## src/design/blct_pkg.sv

```systemverilog
// Shared constants, types and helpers for the Bresenham line cell tracer.
// No dependencies; every other file takes names from here by scope.
package blct_pkg;

  localparam int PIX_W       = 10;
  localparam int CELL_PIXELS = 16;
  localparam int GRID_DIM    = 64;
  localparam int MAX_CELLS   = 64;
  localparam int OUT_W       = 6;

  // grid coordinate width after the pixel-to-cell divide
  localparam int CW    = $clog2(((1 << PIX_W) - 1) / CELL_PIXELS + 1) < 1 ? 1 :
                         $clog2(((1 << PIX_W) - 1) / CELL_PIXELS + 1);
  localparam int ERR_W = CW + 3;
  localparam int CNT_W = $clog2(MAX_CELLS + 1);

  typedef logic [PIX_W-1:0] pix_t;
  typedef logic [CW-1:0]    coord_t;
  typedef logic [CNT_W-1:0] cnt_t;
  typedef logic signed [ERR_W-1:0] err_t;

  // controller -> datapath
  typedef struct packed {
    logic load;   // capture endpoints as grid cells
    logic setup;  // derive deltas, error, step count
    logic step;   // advance one major-axis step
    logic flush;  // hand the held cell out as the last one
  } cmd_t;

  // datapath -> controller
  typedef struct packed {
    logic walk_last;  // current step is the final one
    logic cell_in;    // current cell will be kept
    logic pend_v;     // a cell is held back for last-flag lookahead
    logic slot_free;  // output register can take a word this cycle
  } sts_t;

  function automatic coord_t to_cell(input pix_t p);
    pix_t q;
    q = pix_t'(p / CELL_PIXELS);
    return q[CW-1:0];
  endfunction

endpackage

```

## src/design/blct_line_if.sv

```systemverilog
// Line request channel: valid/ready plus two pixel endpoints.
// Depends on blct_pkg.
interface blct_line_if;
  logic           valid;
  logic           ready;
  blct_pkg::pix_t start_x;
  blct_pkg::pix_t start_y;
  blct_pkg::pix_t end_x;
  blct_pkg::pix_t end_y;

  modport source (output valid, start_x, start_y, end_x, end_y, input ready);
  modport sink   (input valid, start_x, start_y, end_x, end_y, output ready);
endinterface

```

## src/design/blct_cell_if.sv

```systemverilog
// Traced cell channel: valid/ready plus one grid cell word.
// Depends on blct_pkg.
interface blct_cell_if;
  logic                        valid;
  logic                        ready;
  logic [blct_pkg::OUT_W-1:0]  cell_col;
  logic [blct_pkg::OUT_W-1:0]  cell_row;
  logic [blct_pkg::OUT_W-1:0]  step_index;
  logic                        last_cell;

  modport source (output valid, cell_col, cell_row, step_index, last_cell, input ready);
  modport sink   (input valid, cell_col, cell_row, step_index, last_cell, output ready);
endinterface

```

## src/design/blct_ctrl.sv

```systemverilog
// Sequencer for the cell tracer: accept, setup, walk, flush.
// Depends on blct_pkg.
module blct_ctrl (
  input  logic              clk_i,
  input  logic              rst_ni,
  input  logic              in_valid_i,
  output logic              in_ready_o,
  input  blct_pkg::sts_t    sts_i,
  output blct_pkg::cmd_t    cmd_o
);

  localparam logic [1:0] S_IDLE  = 2'd0;
  localparam logic [1:0] S_SETUP = 2'd1;
  localparam logic [1:0] S_WALK  = 2'd2;
  localparam logic [1:0] S_FLUSH = 2'd3;

  logic [1:0] state_q, state_d;
  logic       step_ok;

  // a kept cell pushes the held one out, which needs the output slot
  assign step_ok = !(sts_i.cell_in && sts_i.pend_v) || sts_i.slot_free;

  always_comb begin
    state_d     = state_q;
    cmd_o       = '0;
    in_ready_o  = 1'b0;
    case (state_q)
      S_IDLE: begin
        in_ready_o = 1'b1;
        if (in_valid_i) begin
          cmd_o.load = 1'b1;
          state_d    = S_SETUP;
        end
      end
      S_SETUP: begin
        cmd_o.setup = 1'b1;
        state_d     = S_WALK;
      end
      S_WALK: begin
        if (step_ok) begin
          cmd_o.step = 1'b1;
          if (sts_i.walk_last) state_d = S_FLUSH;
        end
      end
      S_FLUSH: begin
        if (!sts_i.pend_v) begin
          state_d = S_IDLE;
        end else if (sts_i.slot_free) begin
          cmd_o.flush = 1'b1;
          state_d     = S_IDLE;
        end
      end
      default: state_d = S_IDLE;
    endcase
  end

  always_ff @(posedge clk_i or negedge rst_ni) begin
    if (!rst_ni) begin
      state_q <= S_IDLE;
    end else begin
      state_q <= state_d;
    end
  end

endmodule

```

## src/design/blct_dp.sv

```systemverilog
// Datapath: grid conversion, Bresenham stepping, held cell and output word.
// Depends on blct_pkg.
module blct_dp (
  input  logic                        clk_i,
  input  logic                        rst_ni,
  input  blct_pkg::cmd_t              cmd_i,
  output blct_pkg::sts_t              sts_o,
  input  blct_pkg::pix_t              start_x_i,
  input  blct_pkg::pix_t              start_y_i,
  input  blct_pkg::pix_t              end_x_i,
  input  blct_pkg::pix_t              end_y_i,
  input  logic                        out_ready_i,
  output logic                        out_valid_o,
  output logic [blct_pkg::OUT_W-1:0]  cell_col_o,
  output logic [blct_pkg::OUT_W-1:0]  cell_row_o,
  output logic [blct_pkg::OUT_W-1:0]  step_index_o,
  output logic                        last_cell_o
);

  blct_pkg::coord_t c0_q, r0_q, c1_q, r1_q;
  blct_pkg::coord_t col_q, row_q, major_q, minor_q, rem_q;
  blct_pkg::coord_t dx, dy;
  logic             xmaj_q, sxn_q, syn_q;
  blct_pkg::err_t   err_q, err_d, two_maj, two_min;
  blct_pkg::cnt_t   cnt_q;
  logic             pend_v_q, out_v_q;
  logic [blct_pkg::OUT_W-1:0] pend_col_q, pend_row_q, pend_idx_q;
  logic             cell_in, slot_free, move_minor, push;

  assign dx = (c1_q >= c0_q) ? c1_q - c0_q : c0_q - c1_q;
  assign dy = (r1_q >= r0_q) ? r1_q - r0_q : r0_q - r1_q;

  assign two_maj = blct_pkg::err_t'({major_q, 1'b0});
  assign two_min = blct_pkg::err_t'({minor_q, 1'b0});
  assign move_minor = !err_q[blct_pkg::ERR_W-1];
  assign err_d = err_q - (move_minor ? two_maj : '0) + two_min;

  assign cell_in = (32'(col_q) < blct_pkg::GRID_DIM) &&
                   (32'(row_q) < blct_pkg::GRID_DIM) &&
                   (32'(cnt_q) < blct_pkg::MAX_CELLS);
  assign slot_free = !out_v_q || out_ready_i;
  assign push      = cmd_i.step && cell_in && pend_v_q;

  assign sts_o.walk_last = (rem_q == '0);
  assign sts_o.cell_in   = cell_in;
  assign sts_o.pend_v    = pend_v_q;
  assign sts_o.slot_free = slot_free;

  // stepping registers
  always_ff @(posedge clk_i) begin
    if (cmd_i.load) begin
      c0_q <= blct_pkg::to_cell(start_x_i);
      r0_q <= blct_pkg::to_cell(start_y_i);
      c1_q <= blct_pkg::to_cell(end_x_i);
      r1_q <= blct_pkg::to_cell(end_y_i);
    end
    if (cmd_i.setup) begin
      col_q   <= c0_q;
      row_q   <= r0_q;
      sxn_q   <= c1_q < c0_q;
      syn_q   <= r1_q < r0_q;
      xmaj_q  <= dx >= dy;
      major_q <= (dx >= dy) ? dx : dy;
      minor_q <= (dx >= dy) ? dy : dx;
      rem_q   <= (dx >= dy) ? dx : dy;
      err_q   <= blct_pkg::err_t'({((dx >= dy) ? dy : dx), 1'b0})
               - blct_pkg::err_t'((dx >= dy) ? dx : dy);
    end
    if (cmd_i.step) begin
      err_q <= err_d;
      rem_q <= rem_q - 1'b1;
      if (xmaj_q) begin
        col_q <= sxn_q ? col_q - 1'b1 : col_q + 1'b1;
        if (move_minor) row_q <= syn_q ? row_q - 1'b1 : row_q + 1'b1;
      end else begin
        row_q <= syn_q ? row_q - 1'b1 : row_q + 1'b1;
        if (move_minor) col_q <= sxn_q ? col_q - 1'b1 : col_q + 1'b1;
      end
      if (cell_in) begin
        pend_col_q <= blct_pkg::OUT_W'(col_q);
        pend_row_q <= blct_pkg::OUT_W'(row_q);
        pend_idx_q <= blct_pkg::OUT_W'(cnt_q);
      end
    end
  end

  // output word; no payload reset
  always_ff @(posedge clk_i) begin
    if (push || cmd_i.flush) begin
      cell_col_o   <= pend_col_q;
      cell_row_o   <= pend_row_q;
      step_index_o <= pend_idx_q;
      last_cell_o  <= cmd_i.flush;
    end
  end

  always_ff @(posedge clk_i or negedge rst_ni) begin
    if (!rst_ni) begin
      cnt_q    <= '0;
      pend_v_q <= 1'b0;
      out_v_q  <= 1'b0;
    end else begin
      if (cmd_i.setup) begin
        cnt_q    <= '0;
        pend_v_q <= 1'b0;
      end else if (cmd_i.step && cell_in) begin
        cnt_q    <= cnt_q + 1'b1;
        pend_v_q <= 1'b1;
      end else if (cmd_i.flush) begin
        pend_v_q <= 1'b0;
      end
      if (push || cmd_i.flush) begin
        out_v_q <= 1'b1;
      end else if (out_ready_i) begin
        out_v_q <= 1'b0;
      end
    end
  end

  assign out_valid_o = out_v_q;

endmodule

```

## src/design/bresenham_line_cell_trace_unit.sv

```systemverilog
// Top level of the Bresenham line cell tracer: controller plus datapath.
// Depends on blct_pkg, blct_line_if, blct_cell_if, blct_ctrl, blct_dp.
//
//   port     dir   word                                       handshake
//   line_i   in    start_x, start_y, end_x, end_y (10b each)  valid/ready
//   cell_o   out   cell_col, cell_row, step_index, last_cell  valid/ready
//
// One line at a time. A line of N major-axis steps runs through accept,
// setup, N + 1 walk steps and one flush of the final cell.
// The walk loop advances the error/coordinate registers one step per
// cycle while the output does not stall it.
// Each kept cell is held one step so the last one can be flagged; a full
// output register with ready low stalls the walk. Reset clears state only.
module bresenham_line_cell_trace_unit (
  input  logic         clk_i,
  input  logic         rst_ni,
  blct_line_if.sink    line_i,
  blct_cell_if.source  cell_o
);

  blct_pkg::cmd_t cmd;
  blct_pkg::sts_t sts;

  // sequencer: owns the input handshake and all step/flush decisions
  blct_ctrl u_ctrl (
    .clk_i      (clk_i),
    .rst_ni     (rst_ni),
    .in_valid_i (line_i.valid),
    .in_ready_o (line_i.ready),
    .sts_i      (sts),
    .cmd_o      (cmd)
  );

  // datapath: error stepping, lookahead cell and the output word register
  blct_dp u_dp (
    .clk_i        (clk_i),
    .rst_ni       (rst_ni),
    .cmd_i        (cmd),
    .sts_o        (sts),
    .start_x_i    (line_i.start_x),
    .start_y_i    (line_i.start_y),
    .end_x_i      (line_i.end_x),
    .end_y_i      (line_i.end_y),
    .out_ready_i  (cell_o.ready),
    .out_valid_o  (cell_o.valid),
    .cell_col_o   (cell_o.cell_col),
    .cell_row_o   (cell_o.cell_row),
    .step_index_o (cell_o.step_index),
    .last_cell_o  (cell_o.last_cell)
  );

endmodule
```

## src/flat_wrapper.sv

```systemverilog
// flat-port wrapper written by rule: the top's interface ports become plain ports
module bresenham_line_cell_trace_unit_flat 
  (clk_i, rst_ni, line_i_valid, line_i_start_x, line_i_start_y, line_i_end_x, line_i_end_y, line_i_ready, cell_o_valid, cell_o_cell_col, cell_o_cell_row, cell_o_step_index, cell_o_last_cell, cell_o_ready);
  blct_line_if line_i_i ();
  blct_cell_if cell_o_i ();
  input  logic clk_i;
  input  logic rst_ni;
  input wire logic [$bits(line_i_i.valid)-1:0] line_i_valid;
  input wire logic [$bits(line_i_i.start_x)-1:0] line_i_start_x;
  input wire logic [$bits(line_i_i.start_y)-1:0] line_i_start_y;
  input wire logic [$bits(line_i_i.end_x)-1:0] line_i_end_x;
  input wire logic [$bits(line_i_i.end_y)-1:0] line_i_end_y;
  output wire logic [$bits(line_i_i.ready)-1:0] line_i_ready;
  output wire logic [$bits(cell_o_i.valid)-1:0] cell_o_valid;
  output wire logic [$bits(cell_o_i.cell_col)-1:0] cell_o_cell_col;
  output wire logic [$bits(cell_o_i.cell_row)-1:0] cell_o_cell_row;
  output wire logic [$bits(cell_o_i.step_index)-1:0] cell_o_step_index;
  output wire logic [$bits(cell_o_i.last_cell)-1:0] cell_o_last_cell;
  input wire logic [$bits(cell_o_i.ready)-1:0] cell_o_ready;
  assign line_i_i.valid = line_i_valid;
  assign line_i_i.start_x = line_i_start_x;
  assign line_i_i.start_y = line_i_start_y;
  assign line_i_i.end_x = line_i_end_x;
  assign line_i_i.end_y = line_i_end_y;
  assign line_i_ready = line_i_i.ready;
  assign cell_o_valid = cell_o_i.valid;
  assign cell_o_cell_col = cell_o_i.cell_col;
  assign cell_o_cell_row = cell_o_i.cell_row;
  assign cell_o_step_index = cell_o_i.step_index;
  assign cell_o_last_cell = cell_o_i.last_cell;
  assign cell_o_i.ready = cell_o_ready;
  bresenham_line_cell_trace_unit u_core (.clk_i(clk_i), .rst_ni(rst_ni), .line_i(line_i_i), .cell_o(cell_o_i));
endmodule
```

## config.mk

```make
export PLATFORM = sky130hd
export DESIGN_NAME = bresenham_line_cell_trace_unit_flat
export DESIGN_NICKNAME = d
export VERILOG_FILES = /design/src/design/blct_pkg.sv /design/src/design/blct_line_if.sv /design/src/design/blct_cell_if.sv /design/src/design/blct_ctrl.sv /design/src/design/blct_dp.sv /design/src/design/bresenham_line_cell_trace_unit.sv /design/src/flat_wrapper.sv
export SDC_FILE = /design/constraint.sdc
export NUM_CORES = 1
export LEC_CHECK = 0
export BUFFER_PORTS_ARGS = -buffer_cell sky130_fd_sc_hd__buf_4
export CORE_MARGIN = 2
export CORE_UTILIZATION = 64
export DETAILED_ROUTE_END_ITERATION = 8
export PLACE_DENSITY = 0.95
export SYNTH_ARGS = -nofsm -noshare
export SYNTH_HDL_FRONTEND = slang
export SYNTH_SLANG_ARGS = --single-unit
```

## constraint.sdc

```tcl
create_clock -name clk_i -period 13.65 [get_ports clk_i]
set_input_delay 2.73 -clock clk_i [delete_from_list [all_inputs] [get_ports clk_i]]
set_output_delay 2.73 -clock clk_i [all_outputs]
set_load 0.02 [all_outputs]
```

==> results.tsv, run 1 <==
stage	metric	value	unit
cells_and_area	area_growth_syn_to_layout	15.94	%
setup_path	end_kind	flip-flop	
grt	grt_max_degree	41	
timing	period_share	0.4550	
drt	viasPerCell	5.886	
logic_synthesis	syn_inst	584	
drt	drc	0	
grt	first_global_vias	4853	
floorplanning	fp-row-count	36	
drt	drtPass1Iterations	6	
logic_synthesis	synth_seq_cells	113	
cells_and_area	top_regs	u_core.u_dp.err_q: 8 flops, u_core.u_dp.cnt_q: 7 flops	
grt	grt-ovfl-total	0	
clock_network	cts_tree	yes	
timing	timing.fmax	0.1610	GHz
timing	setup_tns	0	ps
timing	fin_skew	11.38	ps
cells_and_area	fin_nets	752	
job	maxCapViolCount	0	
timing	finalSetupViolCount	0	
drt	drt-initial-drc-count	351	
cells_and_area	regMostFlops	u_core.u_dp.err_q	
cells_and_area	drive_above_1_share	0.1603	
logic_synthesis	yosysSeqAreaShare	0.4926	
floorplanning	io_pins	65	
logic_synthesis	synth.cell_area	6533	um^2
clock_network	worstSkewPairLatency	540	ps
logic_synthesis	synth_cell_types	60	
logic_synthesis	synth_top_area_frac	0.4137	
logic_synthesis	ys_async_sr_fraction	0.09735	
floorplanning	initial_utilization	0.6653	
clock_network	hold_buffers	0	
clock_network	h-tree-depth	4	
clock_network	cts-buffers-inserted	17	
cells_and_area	fin_cells	788	
drt	wl_per_cell	17.13	um
floorplanning	die_width	105.0	um
cells_and_area	largest_register_ffs	8	
min_path	hold_class	reg -> reg	
logic_synthesis	yosys_warnings	0	
drt	vias	4638	
place	dp_cells	756	
grt	antenna_found_initial	0	
outcome	status	finished, final reports clean	
place	hpwlAfterDp	9140	um
timing	hold_violations	0	
grt	grt_usage	0.2631	
setup_path	start_kind	flip-flop	
logic_synthesis	syn_nets	694	
logic_synthesis	synth_area_leader_cell	edfxtp_1	
logic_synthesis	synth-edff-count	90	
logic_synthesis	synthFlopType	edfxtp_1	
timing	rsz0062_at_grt	false	
clock_network	cts_max_path_buffers	2	
floorplanning	dieArea	11030	um^2
place	place.gp.congestion	0.9000	
setup_path	worstPathRequired	14010	ps
floorplanning	dieHeight	105.0	um
grt	grt_first_pass_wirelength	22460	um
drt	routed_wl	13500	um
place	io_buffers	48	
setup_path	ff2ff_setup_slack	7440	ps
setup_path	cp.arrival	6570	ps
clock_network	root_buffer	clkbuf_8	
setup_path	path_max_fanout	12	
timing	worstMarginPinSlew	1135	ps
logic_synthesis	syn_area_per_cell	11.19	um^2
cells_and_area	antenna-diode-count	0	
timing	slew-limit-headroom	0.2435	
clock_network	clkSinkCount	113	
logic_synthesis	ys_top_cells_by_area	edfxtp_1 (41%), ha_1 (10%), inv_1 (5.1%)	
timing	finalCriticalPeriod	6210	ps
clock_network	postCtsResizedCells	0	
setup_path	path_class	reg -> reg	
floorplanning	core_area	9819	um^2
drt	antenna_left	0	
timing	slew_viol_final	0	
clock_network	clk_pin_slew	60	ps
clock_network	cts_setup_buffers	0	
-- synth_stat cells (4+ instances only) --
library cell and n:
edfxtp_1 90, inv_1 89, ha_1 52, a21oi_1 40, nand2_1 34, nor2_1 31, o21ai_0 26, a21o_1 21
xnor2_1 19, mux2i_1 15, fa_1 14, dfxtp_1 12, xor2_1 12, dfrtp_1 11, nor2b_1 10, nand3_1 8
a211oi_1 7, buf_6 6, clkbuf_1 6, nand4_1 6, nor3_1 6, a31oi_1 5, mux2_2 5, o21a_1 5
nand2b_1 4, o21ai_1 4
-- metal layers --
| layer | up-vias | routed length [um] | share of wire | GRT usage |
|---|---|---|---|---|
| met1 | 2209 | 5183 | 0.38 | 0.3018 |
| met2 | 227 | 6849 | 0.51 | 0.4624 |
| met4 | 0 | 505 | 0.037 | 0.1219 |
| li1 | 2160 | - | - | - |
| met3 | 42 | 964 | 0.071 | 0.06425 |
| met5 | - | 0 | 0 | 0 |
-- critical path, cell delays in order (launching register included) --
cell	delay, ps
edfxtp_1	390
inv_1	70
ha_1	150
inv_1	60
fa_1	390
a21oi_1	260
o2111a_1	230
nor2_1	100
nor3_1	160
a31oi_1	70
xnor2_1	450
inv_1	110
ha_1	310
nand3_1	80
o21ai_2	470
clkinv_1	410
mux2i_1	360
ha_1	350
a21oi_1	210
o21ai_0	300
or2_1	310
a21oi_1	180
a211oi_2	80
a2111o_1	440
o21ai_1	110
-- metrics by stage --
step,setup WS (ps),util,cell area [um^2],hold WS (ps)
detailed placement,7775,0.7123,6994,404.5
CTS,7536,0.7713,7574,418.4
floorplan,8377,-,6533,400.3
global route,7151,0.7713,7574,421.3
global placement,8000,0.7123,6994,400.8
finish,7440,0.7713,7574,418.2
-- cells in the final DEF, fill, tap and decap left out, types with 8 or more instances in the layout --
cell type,netlist,final
a21o_1,21,21
a21oi_1,40,40
buf_4,0,51
clkbuf_16,0,16
dfrtp_1,11,11
dfxtp_1,12,12
edfxtp_1,90,90
fa_1,14,14
ha_1,52,52
inv_1,89,89
mux2i_1,15,15
nand2_1,34,34
nand3_1,8,8
nor2_1,31,30
nor2b_1,10,10
o21ai_0,26,26
xnor2_1,19,19
xor2_1,12,12
-- cell families after synthesis --
family | after synthesis | synth area share
XOR/XNOR | 31 | 0.04156
multiplexers | 20 | 0.03160
flip-flops | 113 | 0.4926
adder cells (fa/ha/maj) | 66 | 0.1425
buffers and inverters | 102 | 0.06550
AO/OA/AOI/OAI | 136 | 0.1381
AND/OR/NAND/NOR | 116 | 0.08811
-- area by class of cell --
cell class	count	area, um^2
repair buffers	51	382.9
clock inverters	15	165.2
fillers	593	2246
inverters	90	337.8
multi-input cells	369	2889
flip-flops and latches	113	3218
well taps	133	166.4
clock buffers	17	414.1
-- final timing paths --
check                                                         start                               endpoint  cells after the start
max in group asynchronous                                    rst_ni       u_core.u_dp.cnt_q[5]$_DFFE_PN0P_                      1
worst max register to register        u_core.u_dp.c1_q[0]$_DFFE_PP_         u_core.u_dp.err_q[7]$_DFFE_PP_                     24
worst min-delay path            u_core.u_dp.pend_idx_q[2]$_DFFE_PP_  u_core.u_dp.step_index_o[2]$_DFFE_PP_                      0
min in group asynchronous                                    rst_ni   u_core.u_ctrl.state_q[1]$_DFFE_PN0P_                      1
worst max-delay path                  u_core.u_dp.c1_q[0]$_DFFE_PP_         u_core.u_dp.err_q[7]$_DFFE_PP_                     24
worst min register to register  u_core.u_dp.pend_idx_q[2]$_DFFE_PP_  u_core.u_dp.step_index_o[2]$_DFFE_PP_                      0
Power of run 1 is not shown: default switching activity piles up to over one toggle a cycle in this logic, so the estimate is an artifact.
==> inputs of run 2 (changes only) <==
CORE_UTILIZATION = 54   (was 64)
PLACE_DENSITY = 0.87   (was 0.95)
clock period = 5.2 ns   (was 13.65 ns; I/O delays follow)
==> run 2 against run 1 <==
Compared with the run above:
- the flow now finishes with violations (negative setup slack)
- design area up 3.2%
- wire length up 2.2%
- critical path depth unchanged
- via count up 1.9%
- register-to-register slack worse by 7500 ps
- non-clock buffer count up 13
- critical path type unchanged
- largest cell class unchanged
==> results.tsv, run 2 (synthesized netlist as in run 1, its figures left out) <==
stage	metric	value	unit
grt	grt_first_pass_wirelength	21380	um
timing	finalCriticalPeriod	5225	ps
cells_and_area	antenna-diode-count	0	
setup_path	start_kind	flip-flop	
job	maxCapViolCount	0	
timing	period_share	1.005	
setup_path	end_kind	flip-flop	
outcome	status	finished with violations	
min_path	hold_class	reg -> reg	
floorplanning	initial_utilization	0.5484	
setup_path	path_class	reg -> reg	
place	io_buffers	48	
clock_network	cts-buffers-inserted	17	
drt	viasPerCell	5.799	
floorplanning	dieArea	12990	um^2
clock_network	h-tree-depth	4	
grt	grt_max_degree	41	
clock_network	cts_max_path_buffers	2	
floorplanning	dieHeight	114.0	um
cells_and_area	drive_above_1_share	0.2036	
clock_network	hold_buffers	0	
timing	hold_violations	0	
grt	antenna_found_initial	0	
cells_and_area	largest_register_ffs	8	
drt	drtPass1Iterations	5	
drt	routed_wl	13800	um
clock_network	clkSinkCount	113	
timing	fin_skew	9.521	ps
cells_and_area	regMostFlops	u_core.u_dp.err_q	
timing	worstMarginPinSlew	1170	ps
grt	grt_usage	0.2155	
cells_and_area	final_common_cell	edfxtp_1	
cells_and_area	fin_nets	765	
timing	finalSetupViolCount	2	
timing	whs	414.8	ps
timing	slew_viol_final	0	
clock_network	cts_tree	yes	
cells_and_area	layout_common_cells	edfxtp_1 (90), inv_1 (88), buf_4 (64)	
timing	slew-limit-headroom	0.2203	
setup_path	path_max_fanout	6	
floorplanning	fp-row-count	40	
grt	grt-ovfl-total	0	
place	hpwlAfterDp	9350	um
drt	vias	4726	
floorplanning	die_width	114.0	um
cells_and_area	area_growth_syn_to_layout	19.61	%
floorplanning	io_pins	65	
drt	drt-initial-drc-count	381	
floorplanning	core_area	11910	um^2
drt	wl_per_cell	16.94	um
clock_network	root_buffer	clkbuf_16	
place	place.gp.congestion	0.9056	
setup_path	worstPathRequired	5460	ps
cells_and_area	top_regs	u_core.u_dp.err_q: 8 flops, u_core.u_dp.cnt_q: 7 flops	
clock_network	worstSkewPairLatency	420	ps
clock_network	clk_pin_slew	60	ps
drt	antenna_left	0	
outcome	violations	negative setup slack	
drt	drc	0	
grt	first_global_vias	4589	
timing	timing.fmax	0.1914	GHz
setup_path	cp.arrival	5480	ps
timing	setup_ws	-25.33	ps
[run 2: cell count changes in the layout (fill, tap and decap cells not counted), sizes merged]
cell | previous run | this run
buf | 51 | 64
bufinv | 1 | 3
clkbuf | 17 | 19
clkinv | 3 | 5
clkinvlp | 2 | 4
inv | 99 | 91
[run 2: per-layer routing]
metal  GRT usage  vias to the layer above  wire, um  share of wire
met3     0.05579                       51       952          0.069
met2      0.3607                      228      7081           0.51
met5           0                        -         0              0
met1      0.2511                     2260      5315           0.39
met4      0.1252                        0       454          0.033
li1            -                     2187         -              -
[run 2: timing repair]
| item | in CTS | in global routing |
|---|---|---|
| endpoints found under the setup margin | 0 | 6 |
| buffers inserted | 0 | 9 |
| resized for setup | 0 | 27 |
[run 2: critical path, cell delays in order, from the launching register on]
cell	delay (ps)
edfxtp_1	440
ha_1	240
inv_1	70
fa_2	210
a21oi_2	70
o2111a_1	280
nor2_1	270
nor3_1	120
a31oi_1	320
xnor2_1	230
inv_1	140
ha_4	300
nand3_2	90
o21ai_4	300
buf_4	180
nor2_1	50
a21oi_2	200
ha_4	260
a21oi_1	180
o21ai_1	150
or2_1	250
a21oi_2	140
a211oi_2	80
a2111o_1	400
o21ai_1	100
[run 2: through the flow]
stage          cells  setup slack [ps]  area, um^2  TNS (ps)    util
2_1_floorplan    584             440.6        6533         0       -
3_3_place_gp     774             252.4        7042         0  0.5912
6_report         815            -25.33        7814    -37.47  0.6560
5_1_grt          815            -186.8        7814    -509.6  0.6560
3_5_place_dp     774             21.53        7042         0  0.5912
4_1_cts          806             26.39        7646         0  0.6419
[run 2: area by class of cell]
type,count,area (um^2)
fillers,842,4098
flip-flops and latches,113,3218
multi-input cells,369,2989
repair buffers,64,480.5
clock buffers,19,442.9
inverters,90,337.8
well taps,147,183.9
clock inverters,13,161.4
[run 2: worst paths after layout]
| check | start | end | slack, ps | cells past startpoint |
|---|---|---|---|---|
| setup reg to reg | u_core.u_dp.c0_q[0]$_DFFE_PP_ | u_core.u_dp.err_q[7]$_DFFE_PP_ | -30 | 24 |
| hold reg to reg | u_core.u_dp.pend_idx_q[3]$_DFFE_PP_ | u_core.u_dp.step_index_o[3]$_DFFE_PP_ | 410 | 0 |
| hold / removal | u_core.u_dp.pend_idx_q[3]$_DFFE_PP_ | u_core.u_dp.step_index_o[3]$_DFFE_PP_ | 410 | 0 |
| setup / recovery | u_core.u_dp.c0_q[0]$_DFFE_PP_ | u_core.u_dp.err_q[7]$_DFFE_PP_ | -30 | 24 |
| min in group asynchronous | rst_ni | u_core.u_dp.cnt_q[4]$_DFFE_PN0P_ | 440 | 1 |
| max in group asynchronous | rst_ni | u_core.u_ctrl.state_q[1]$_DFFE_PN0P_ | 4600 | 1 |
Power of run 2 is left out for the same reason.
